File: src/rtl/pciq_pkg.sv
// shared widths and payload types for the point in convex quad test
// no dependencies
package pciq_pkg;

    localparam int COORD_BITS = 16;
    localparam int DIFF_BITS  = COORD_BITS + 1;
    localparam int PROD_BITS  = 2 * DIFF_BITS;

    typedef logic signed [COORD_BITS-1:0] t_coord;
    typedef logic signed [DIFF_BITS-1:0]  t_diff;
    typedef logic signed [PROD_BITS-1:0]  t_prod;

    // point and edge vectors taken relative to one corner
    typedef struct packed {
        t_diff px;
        t_diff py;
        t_diff e1x;
        t_diff e1y;
        t_diff e3x;
        t_diff e3y;
    } t_rel;

    typedef struct packed {
        t_rel c0;
        t_rel c2;
    } t_diffs;

    // the four cross product halves for one corner
    typedef struct packed {
        t_prod e1x_py;
        t_prod e1y_px;
        t_prod e3x_py;
        t_prod e3y_px;
    } t_cross;

    typedef struct packed {
        t_cross c0;
        t_cross c2;
    } t_prods;

endpackage

File: src/rtl/pciq_diff.sv
// first pipeline stage: differences relative to corners 0 and 2
// depends on pciq_pkg
module pciq_diff (
    input  logic              i_clk,
    input  logic              i_rst_n,
    input  logic              i_valid,
    output logic              o_ready,
    input  pciq_pkg::t_coord  i_query_x,
    input  pciq_pkg::t_coord  i_query_y,
    input  pciq_pkg::t_coord  i_corner0_x,
    input  pciq_pkg::t_coord  i_corner0_y,
    input  pciq_pkg::t_coord  i_corner1_x,
    input  pciq_pkg::t_coord  i_corner1_y,
    input  pciq_pkg::t_coord  i_corner2_x,
    input  pciq_pkg::t_coord  i_corner2_y,
    input  pciq_pkg::t_coord  i_corner3_x,
    input  pciq_pkg::t_coord  i_corner3_y,
    output logic              o_valid,
    input  logic              i_ready,
    output pciq_pkg::t_diffs  o_diffs
);

    logic             r_valid;
    pciq_pkg::t_diffs r_diffs;
    pciq_pkg::t_diffs n_diffs;

    function automatic pciq_pkg::t_diff sub(input pciq_pkg::t_coord a,
                                            input pciq_pkg::t_coord b);
        return pciq_pkg::t_diff'(a) - pciq_pkg::t_diff'(b);
    endfunction

    always_comb begin
        n_diffs.c0.px  = sub(i_query_x,   i_corner0_x);
        n_diffs.c0.py  = sub(i_query_y,   i_corner0_y);
        n_diffs.c0.e1x = sub(i_corner1_x, i_corner0_x);
        n_diffs.c0.e1y = sub(i_corner1_y, i_corner0_y);
        n_diffs.c0.e3x = sub(i_corner3_x, i_corner0_x);
        n_diffs.c0.e3y = sub(i_corner3_y, i_corner0_y);
        n_diffs.c2.px  = sub(i_query_x,   i_corner2_x);
        n_diffs.c2.py  = sub(i_query_y,   i_corner2_y);
        n_diffs.c2.e1x = sub(i_corner1_x, i_corner2_x);
        n_diffs.c2.e1y = sub(i_corner1_y, i_corner2_y);
        n_diffs.c2.e3x = sub(i_corner3_x, i_corner2_x);
        n_diffs.c2.e3y = sub(i_corner3_y, i_corner2_y);
    end

    assign o_ready = !r_valid || i_ready;

    always_ff @(posedge i_clk) begin
        if (!i_rst_n) begin
            r_valid <= 1'b0;
        end else if (o_ready) begin
            r_valid <= i_valid;
        end
    end

    always_ff @(posedge i_clk) begin
        if (o_ready && i_valid) begin
            r_diffs <= n_diffs;
        end
    end

    assign o_valid = r_valid;
    assign o_diffs = r_diffs;

endmodule

File: config.mk
export PLATFORM = sky130hd
export DESIGN_NAME = pciq_diff
export DESIGN_NICKNAME = d
export VERILOG_FILES = /design/src/rtl/pciq_pkg.sv /design/src/rtl/pciq_diff.sv
export SDC_FILE = /design/constraint.sdc
export NUM_CORES = 1
export LEC_CHECK = 0
export ABC_AREA = 1
export BUFFER_PORTS_ARGS = -buffer_cell sky130_fd_sc_hd__clkbuf_2
export CORE_UTILIZATION = 52
export CTS_BUF_LIST = sky130_fd_sc_hd__clkbuf_8
export DETAILED_ROUTE_END_ITERATION = 10
export GPL_TIMING_DRIVEN = 1
export PLACE_DENSITY = 0.79
export SYNTH_ARGS = -nofsm -noshare
export SYNTH_HDL_FRONTEND = slang
export SYNTH_SLANG_ARGS = --single-unit
File: constraint.sdc
create_clock -name i_clk -period 11.1 [get_ports i_clk]
set_input_delay 0 -clock i_clk [delete_from_list [all_inputs] [get_ports i_clk]]
set_output_delay 0 -clock i_clk [all_outputs]
set_load 0.05 [all_outputs]
==> results of run 1 <==
## layout by cell type (no fill, tap or decap), types with 4 or more instances in the layout
cell type	instances
a21oi_1	120
clkbuf_2	369
clkinv_2	4
xor2_1	57
inv_1	654
or2_1	15
nor3_1	48
edfxtp_1	204
ha_1	192
fa_1	12
dlygate4sd3_1	96
clkinv_1	9
nand3_1	135
clkbuf_8	45
nor2_1	87
xnor2_1	27
nand2_1	1126
## worst max path at each step
stage	slack, ns	to	cells after the start	from
after floorplan	4.50	o_diffs[0]	1	o_valid
after global placement	7.85	o_diffs[28]	4	o_valid
after CTS	7.74	o_diffs[1]	4	o_valid
after detailed placement	7.77	o_diffs[28]	4	o_valid
final	7.74	o_diffs[119]	4	o_valid
after global routing	7.53	o_diffs[56]	4	o_valid
## state kept, by name, summed over array words and instances (netlist names)
register / flops
o_valid: 1
o_diffs: 204
## routing by layer
metal | share of wire (%) | wire length [microns]
met4 | 4.6 | 2690
met5 | 0 | 0
met2 | 44 | 26000
met1 | 44 | 25600
met3 | 7.2 | 4250
## critical path, delay by kind of cell, from the launching register on
kind,cells,cell delay (ns)
compound gates,1,0.14
buf+inv,3,2.41
flops,1,0.34
## cells by family after synthesis
group                      Yosys count
adders and majority gates          204
buffers and inverters              647
xor gates and xnor gates            84
AOI/OAI and AO/OA                  122
and+or+nand+nor                   1414
DFF                                205
## power groups by stage
| stage | registers [mW] | clock network (mW) | logic [mW] |
|---|---|---|---|
| after global routing | 1.03 | 0.811 | 1.30 |
| after detailed placement | 1.04 | 0 | 1.14 |
| after global placement | 1.04 | 0 | 1.13 |
| final | 1.02 | 0.767 | 1.19 |
| after CTS | 1.02 | 0.782 | 1.18 |
| after floorplan | 1.36 | 0 | 0.524 |
## area by class of cell
type | count | area [sq um] | share of cell area, %
Inverter | 647 | 2430 | 10.9
Sequential cell | 205 | 6150 | 27.5
Clock buffer | 45 | 619 | 2.77
Tap cell | 455 | 569 | 2.55
Antenna cell | 3 | 7.51 | 0.0336
Multi-Input combinational cell | 1824 | 9580 | 42.9
Timing Repair Buffer | 468 | 2830 | 12.7
Clock inverter | 23 | 148 | 0.661
## timing repair
action / 4_1_cts / 5_1_grt
hold buffers: 96 / 0
hold endpoints to repair: 153 / 0
setup endpoints to repair: 0 / 0
==> key figures, run 1 <==
Run status
  • Run status: completed

STA
  • Final-report hold violation count: 0
  • Setup-failing EPs final: 0
  • Setup Skew: 0.0144 ns
  • Worst Slack Setup Final: 7.74 ns
  • Actual slew at the worst max-slew pin: 1.05 ns
  • Slew headroom: 29.8%
  • Max Slew Vio Count: 0
  • RSZ-0062 raised after global routing: false
  • Min Hold Slack: 0.0291 ns
  • Total Neg Setup Slack: 0 ns
  • Period minus WS final: 3.36 ns
  • Period utilisation layout: 30.3%
  • Peak Freq: 0.297 GHz

Clock tree
  • Post-CTS setup buffers: 0
  • Clk slew on worst S/H paths: 0.06 ns
  • CTS root buf: clkbuf_8
  • PostCTS Resize Cnt: 0
  • CTS buffer count: 39
  • CTS tree: done
  • Worst-Skew Late Latency: 0.61 ns
  • Clk sink count: 205
  • H-tree depth: 2
  • Max Root-Sink Buffers: 3

Hold path
  • Worst Hold End: o_diffs[58]
  • HP Class: input pin to flop
  • Hold wc startpoint: i_corner1_x[7]
  • Hold Path Depth: 3

Synth
  • Synth Area in Compound Gates: 3.38%
  • Synth area leader: edfxtp_1
  • Area contributors post-synth: edfxtp_1 (34%), nand2_1 (23%), inv_1 (13%)
  • Ys Warns: 0
  • Mapped Cells: 2676
  • Largest family of logic cells by synthesized area: simple AND/OR/NAND/NOR gates
  • Top cells by count, synth: nand2_1 (1126), inv_1 (647), edfxtp_1 (204), ha_1 (192), nand3_1 (135)
  • Post-synthesis adder-cell area fraction: 14.6%
  • Mux cell area share after synthesis: 0%
  • Number of synthesized flops with an enable pin: 204
  • Synth Flop Type: edfxtp_1
  • Post-Syn Nets: 3044
  • Synth top area share: 33.8%
  • Mapped cell area: 18100 sq um
  • Syn avg cell area: 6.78 sq um
  • Post-synthesis simple-gate area fraction: 30.8%
  • Sequential area share after synthesis: 33.9%
  • #FFs+latches synth: 205
  • XOR/XNOR Fraction of Synth Area: 4.05%
  • Post-synth ARST share: 0%
  • Synth unique cells: 15
  • Top-count cell post-synth: nand2_1

Place
  • DP Area: 20600 sq um
  • Pre-CTS WS: 7.77 ns
  • Placer Congestion: 0.985
  • Dpl cells: 3503
  • Dpl hpwl: 46900 microns
  • Port Buffers: 369

GRT
  • GRT Util Overall: 32.9%
  • Vias in the first global route: 17400
  • Grt met3 use: 5.16%
  • Met1 Use GR: 43.1%
  • GRT busiest layer: met2
  • Pin count of the biggest net entering global routing: 80
  • Antenna violations before repair: 3
  • Met2 Usage GRT: 53.3%
  • Gr ovfl total: 0
  • First-pass GRT wire length: 90000 microns

Setup path
  • CP peak stage delay: 0.93 ns
  • Crit path capture type: flop
  • Worst-path maximum fanout: 79
  • CP cell instances: a21oi_4 > buf_4 > buf_4 > buf_4
  • FF-to-FF Start: o_valid
  • Worst r2r path cells: 4
  • Worst EP required: 11.32 ns
  • Critical Path Slowest Stage Cell: buf_4
  • Flop-to-flop setup slack: 7.74 ns
  • Reg-to-reg endpoint: o_diffs[119]
  • CP Class: flop to flop
  • Startpoint class of the critical path: flop
  • Arr. time, crit path: 3.58 ns
  • Most used cell, CP: buf_4

Pwr
  • Combinational power share: 39.9%
  • Sw frac: 41.9%
  • Sequential share of power: 34.3%
  • Pint: 1.73 mW
  • Clock network power share: 25.7%
  • Power Density: 134 nW/um^2
  • Total Power: 2.98 mW
  • Largest vdd supply drop: 118 uV
  • Static Leak: 13.5 nW
  • Sw Pwr: 1.25 mW

Job
  • Max Cap Violations: 0

Final layout
  • Area Overhead vs Synth: 23.1%
  • Finished Cell Area: 22300 sq um
  • Fill cells: 3171
  • Net count, final: 3553
  • Fin cells: 3670
  • Layout cell share with drive strength beyond 1: 13.3%
  • Final core utilization: 64.8%

Floorplan
  • Die area: 35600 sq um
  • Initial Util: 52.7%
  • # IOs: 370
  • Die X: 189 microns
  • Site Rows: 68
  • Die H: 189 microns
  • Core area: 34500 sq um

Route
  • DR vias: 18300
  • # DRC: 0
  • Initial DRT Pass Iterations: 6
  • Drt wl/cell: 16.0 microns
  • Antenna-violating nets left: 0
  • Drt total wl: 58600 microns
  • DR vias/cell: 4.97
  • Initial drt markers: 1320
No activity file was read; power rests on OpenSTA's default activity.
==> run 2, diff against run 1 <==
==> constraint.sdc (replaced) <==
create_clock -name i_clk -period 3 [get_ports i_clk]
set_input_delay 0 -clock i_clk [delete_from_list [all_inputs] [get_ports i_clk]]
set_output_delay 0 -clock i_clk [all_outputs]
set_load 0.05 [all_outputs]
==> run 2 against run 1 <==
Routed wire length up 2.1%. Hold slack worse by 0.0038 ns. Sequential share of layout area up 0.068 points. Cell area down 0.18%. Non-clock buffer count unchanged. Sequential power rose to 3.7 times the previous value. Combinational power rose to 3.7 times the previous value. Clock skew up 0.0068 ns. Power rose to 3.6 times the previous value. Critical path type is now input pin to flop. Largest cell class unchanged. Largest power group unchanged. Highest routed layer unchanged.
==> key figures, run 2 (synthesis gave the netlist of run 1 again) <==
Run status
  • Run status: completed

GRT
  • Gr ovfl total: 0
  • First-pass GRT wire length: 90800 microns
  • Vias in the first global route: 17200
  • GRT Util Overall: 33.4%
  • Antenna violations before repair: 2
  • Pin count of the biggest net entering global routing: 125

Setup path
  • Startpoint class of the critical path: input pin
  • Worst-path maximum fanout: 3
  • Bufs and invs on worst path: 3
  • Most used cell, CP: nand2_1
  • CP cell instances: dlygate4sd3_1 > clkbuf_2 > ha_1 > fa_1 > inv_1 > nand2_1 > nand2_1 > nand3_1 > nand2_1 > nand2_1 > nand3_1 > nand2_1
  • Crit path capture type: flop
  • Reg-to-reg endpoint: o_diffs[26]
  • Flop-to-flop setup slack: 1.40 ns
  • CP peak stage delay: 0.56 ns
  • Critical Path Slowest Stage Cell: dlygate4sd3_1
  • FF-to-FF Start: o_valid
  • Cell family with most CP delay: buffers and inverters
  • Arr. time, crit path: 2.26 ns
  • CP Class: input pin to flop
  • Worst EP required: 3.37 ns
  • Worst r2r path cells: 2

Route
  • Initial drt markers: 1589
  • Drt wl/cell: 16.3 microns
  • Initial DRT Pass Iterations: 6
  • Drt total wl: 59800 microns
  • DR vias/cell: 4.98
  • Antenna-violating nets left: 0
  • # DRC: 0
  • DR vias: 18300

Floorplan
  • # IOs: 370
  • Core area: 34500 sq um
  • Die X: 189 microns
  • Initial Util: 52.7%
  • Site Rows: 68
  • Die H: 189 microns
  • Die area: 35600 sq um

STA
  • Slew headroom: 50.3%
  • Actual slew at the worst max-slew pin: 0.746 ns
  • Setup Skew: 0.0212 ns
  • RSZ-0062 raised after global routing: false
  • Peak Freq: 0.528 GHz
  • Period utilisation layout: 63.1%
  • Final-report hold violation count: 0
  • Max Slew Vio Count: 0
  • Period minus WS final: 1.89 ns
  • Setup-failing EPs final: 0
  • Total Neg Setup Slack: 0 ns

Clock tree
  • CTS buffer count: 38
  • Worst-Skew Late Latency: 0.61 ns
  • CTS root buf: clkbuf_8
  • CTS tree: done
  • Post-CTS setup buffers: 0
  • Clk slew on worst S/H paths: 0.06 ns
  • Max Root-Sink Buffers: 3
  • H-tree depth: 2
  • Clk sink count: 205

Final layout
  • Net count, final: 3552
  • Max FFs per register: 204
  • Fin cells: 3669
  • Most common cell after layout, fill and taps aside: nand2_1
  • Multi-input gate area: 9580 sq um
  • Finished Cell Area: 22300 sq um
  • Fill cells: 3155
  • Commonest non-fill, non-tap cells in the layout: nand2_1 (1126), inv_1 (652), clkbuf_2 (369)
  • Layout cell share with drive strength beyond 1: 13.4%
  • Area Overhead vs Synth: 22.8%
  • FF/Latch Area: 6150 sq um

Place
  • DP Area: 20600 sq um
  • Placer Congestion: 0.978
  • Port Buffers: 369
  • Dpl hpwl: 47900 microns
  • Dpl cells: 3502

Pwr
  • Power Density: 487 nW/um^2
  • Static Leak: 13.5 nW
  • Largest vdd supply drop: 420 uV

Hold path
  • HP Class: input pin to flop
  • Hold Path Depth: 3
  • Hold wc startpoint: i_corner1_x[8]
  • Worst Hold End: o_diffs[161]

Job
  • Max Cap Violations: 0
## run 2: changes by cell type in the layout (fill, tap and decap cells not counted), sizes merged
cell,delta
bufinv,-1
dlygate4sd3,+1
buf,-1
clkbuf,-7
inv,-1
clkinvlp,+4
clkinv,+4
## run 2: worst max path at each step
stage	startpoint	to	cells after the start
after global routing	i_corner2_y[0]	o_diffs[78]	12
after global placement	i_query_x[0]	o_diffs[97]	12
after floorplan	o_valid	o_diffs[0]	1
final	i_corner2_y[0]	o_diffs[84]	12
after CTS	i_corner0_x[0]	o_diffs[165]	12
after detailed placement	i_query_x[0]	o_diffs[97]	12
## run 2: what timing repair did
action | 4_1_cts | 5_1_grt
hold buffers | 97 | 0
endpoints found under the hold margin | 153 | 0
resized for setup | 0 | 0
## run 2: area by class of cell
cell class / instances / area share [%]
clock buffers: 38 / 2.35
inverters: 647 / 10.9
repair buffers: 468 / 12.8
flip-flops and latches: 205 / 27.6
clock inverters: 29 / 0.769
multi-input cells: 1824 / 43.0
well taps: 455 / 2.55
diodes: 3 / 0.0337
## run 2: power breakdown
group / total, mW / internal [mW] / switching [mW]
sequential: 3.78 / 3.65 / 0.130
combinational: 4.45 / 1.23 / 3.21
clock: 2.62 / 1.29 / 1.33
## run 2: worst min-delay path, cell delays in order
cell and delay, ns:
clkbuf_2 0.12, ha_1 0.24, xor2_1 0.10
## run 2: through the flow
step	setup slack [ns]	util, %	power, mW	hold slack (ns)
floorplan	-1.29	-	6.94	0.143
global placement	1.15	59.8	8.05	0.230
detailed placement	1.13	59.8	8.10	0.242
CTS	1.26	64.7	10.8	0.00152
global route	1.09	64.7	11.4	0.0195
finish	1.11	64.7	10.9	0.0253
## run 2: routing by layer
metal	GRT usage [%]	share of wire, %
met1	44.7	44
met2	53.2	45
met3	5.89	7.6
met4	13.8	3.9
met5	0	0
==> run 3, diff against run 2 <==
--- a/config.mk
+++ b/config.mk
@@ -7,11 +7,11 @@
 export LEC_CHECK = 0
 export ABC_AREA = 1
 export BUFFER_PORTS_ARGS = -buffer_cell sky130_fd_sc_hd__clkbuf_2
-export CORE_UTILIZATION = 52
+export CORE_UTILIZATION = 58
 export CTS_BUF_LIST = sky130_fd_sc_hd__clkbuf_8
 export DETAILED_ROUTE_END_ITERATION = 10
 export GPL_TIMING_DRIVEN = 1
-export PLACE_DENSITY = 0.79
+export PLACE_DENSITY = 0.84
 export SYNTH_ARGS = -nofsm -noshare
 export SYNTH_HDL_FRONTEND = slang
 export SYNTH_SLANG_ARGS = --single-unit
==> constraint.sdc (replaced) <==
create_clock -name i_clk -period 1.8 [get_ports i_clk]
set_input_delay 0 -clock i_clk [delete_from_list [all_inputs] [get_ports i_clk]]
set_output_delay 0 -clock i_clk [all_outputs]
set_load 0.05 [all_outputs]
==> run 3 against run 2 <==
Critical endpoint unchanged. Clock skew increased by 0.0064 ns. Routed wire length about the same. Register-to-register slack got worse by 1.0 ns. Sequential power increased by 67%. The run now ends with hold timing left. Sequential share of layout area increased by 0.87 points. First-iteration DRC count increased by 12%. Hold slack got worse by 0.038 ns. Largest power group unchanged. Largest cell class unchanged.
==> key figures, run 3 (synthesis gave the netlist of run 1 again) <==
Run status
  • Run status: finished, violations left
  • Failing checks: hold timing

Place
  • DP Area: 20700 sq um
  • Placer Congestion: 0.994
  • Pre-CTS WS: 0.00680 ns
  • Dpl hpwl: 49300 microns
  • Dpl cells: 3451
  • Port Buffers: 369

Setup path
  • Cell family with most CP delay: buffers and inverters
  • Worst-path maximum fanout: 3
  • Reg-to-reg endpoint: o_diffs[23]
  • Most used cell, CP: nand2_1
  • Worst r2r path cells: 3
  • Worst EP required: 2.12 ns
  • FF-to-FF Start: o_valid
  • Startpoint class of the critical path: input pin
  • CP cell instances: dlygate4sd3_1 > clkbuf_2 > inv_1 > ha_1 > fa_2 > inv_1 > nand2_1 > nand2_2 > nand3_1 > nand2_2 > nand2_1 > nand3_1 > nand2_1
  • CP Class: input pin to flop
  • Arr. time, crit path: 2.06 ns
  • Flop-to-flop setup slack: 0.38 ns
  • CP peak stage delay: 0.54 ns
  • Critical Path Slowest Stage Cell: dlygate4sd3_1
  • Bufs and invs on worst path: 4
  • Crit path capture type: flop

GRT
  • Antenna violations before repair: 1
  • Gr ovfl total: 0
  • Pin count of the biggest net entering global routing: 72
  • First-pass GRT wire length: 89400 microns
  • Vias in the first global route: 16800
  • GRT Util Overall: 37.1%

Hold path
  • Worst Hold End: o_diffs[37]
  • Hold wc startpoint: i_corner1_y[3]
  • Hold Path Depth: 3
  • HP Class: input pin to flop

Route
  • Initial drt markers: 1781
  • # DRC: 0
  • DR vias: 18400
  • Antenna-violating nets left: 0
  • Drt total wl: 59800 microns
  • Drt wl/cell: 16.9 microns
  • Highest Signal Layer: met4
  • DR vias/cell: 5.20
  • Met1 wire length: 24700 microns
  • Initial DRT Pass Iterations: 6
  • Met2 Routed Length: 25800 microns
  • Routed met3 length: 6710 microns

STA
  • Peak Freq: 0.573 GHz
  • Final-report hold violation count: 1
  • Slew headroom: 71.8%
  • Min Hold Slack: -0.0127 ns
  • Setup-failing EPs final: 0
  • Period utilisation layout: 96.9%
  • Period minus WS final: 1.74 ns
  • Setup Skew: 0.0276 ns
  • Max Slew Vio Count: 0
  • Actual slew at the worst max-slew pin: 0.420 ns
  • RSZ-0062 raised after global routing: true
  • Worst Slack Setup Final: 0.0559 ns

Clock tree
  • CTS root buf: clkbuf_8
  • Worst-Skew Late Latency: 0.55 ns
  • Max Root-Sink Buffers: 3
  • Clk sink count: 205
  • Clk slew on worst S/H paths: 0.07 ns
  • CTS tree: done
  • H-tree depth: 2
  • CTS buffer count: 36

Final layout
  • Net count, final: 3488
  • Commonest non-fill, non-tap cells in the layout: nand2_1 (1106), inv_1 (659), clkbuf_2 (369)
  • Finished Cell Area: 21600 sq um
  • Fill cells: 2631
  • Most common cell after layout, fill and taps aside: nand2_1
  • Fin cells: 3543
  • Layout cell share with drive strength beyond 1: 14.3%
  • Area Overhead vs Synth: 19.1%
  • Max FFs per register: 204

Job
  • Max Cap Violations: 0

Floorplan
  • Die H: 179 microns
  • Initial Util: 59.2%
  • Die X: 179 microns
  • Die area: 32000 sq um
  • Core area: 30700 sq um
  • Site Rows: 64
  • # IOs: 370

Pwr
  • Total Power: 17.6 mW
  • Power Density: 817 nW/um^2
  • Static Leak: 13.2 nW
  • Largest vdd supply drop: 659 uV
[run 3: cell count changes in the layout (fill, tap and decap cells not counted), moves of 4 or more]
cell	before	now
nand2_2	3	23
fa_1	12	4
buf_12	2	6
fa_2	0	8
nand2_1	1126	1106
buf_4	0	4
clkinv_2	10	1
dlygate4sd3_1	97	27
clkinvlp_4	5	1
inv_1	652	659
clkinv_1	7	12
[run 3: how the worst max path moves through the flow]
stage              startpoint            to  slack (ns)  cells past startpoint
3_3_place_gp     i_query_x[0]  o_diffs[203]        0.06                     12
6_report         i_query_y[0]   o_diffs[84]        0.06                     13
5_1_grt        i_corner2_x[0]   o_diffs[65]       -0.03                     12
2_1_floorplan         o_valid    o_diffs[0]       -2.49                      1
4_1_cts          i_query_y[0]   o_diffs[84]       0.009                     13
3_5_place_dp     i_query_y[0]  o_diffs[186]       0.007                     12
[run 3: through the flow]
step | hold WS (ns) | utilization, % | setup TNS [ns]
after global routing | 0.00667 | 70.5 | -0.0659
after detailed placement | 0.244 | 67.3 | 0
after floorplan | 0.143 | - | -507.32
after global placement | 0.231 | 67.3 | 0
final | -0.0127 | 70.5 | 0
after CTS | 0.00205 | 70.2 | 0
[run 3: repair_timing]
item | CTS | global route
buffers inserted | 0 | 0
endpoints found under the setup margin | 0 | 46
endpoints found under the hold margin | 34 | 0
gates resized for setup | 0 | 28
hold buffers | 27 | 0
[run 3: routing by layer]
metal	GRT usage [%]	vias to the layer above
met4	16.0	0
li1	-	9059
met1	50.4	8225
met5	0	-
met3	7.21	170
met2	57.5	953
[run 3: power breakdown]
part	internal (mW)	total, mW	leakage (nW)	switching (mW)
clock network	1.90	3.97	0.353	2.07
registers	6.09	6.31	1.99	0.223
logic	2.00	7.37	10.9	5.38
[run 3: tightest hold or removal path, delay by kind of cell]
| family | cells | cell delay (ns) |
|---|---|---|
| xor+xnor | 1 | 0.14 |
| buf+inv | 1 | 0.11 |
| fa+ha+maj | 1 | 0.19 |
[run 3: area by class of cell]
class / instances / area [sq um] / area share [%]
Antenna cell: 2 / 5.00 / 0.0232
Clock buffer: 37 / 509 / 2.36
Clock inverter: 26 / 103 / 0.475
Inverter: 647 / 2430 / 11.2
Multi-Input combinational cell: 1824 / 9650 / 44.7
Sequential cell: 205 / 6150 / 28.5
Tap cell: 396 / 495 / 2.29
Timing Repair Buffer: 406 / 2270 / 10.5
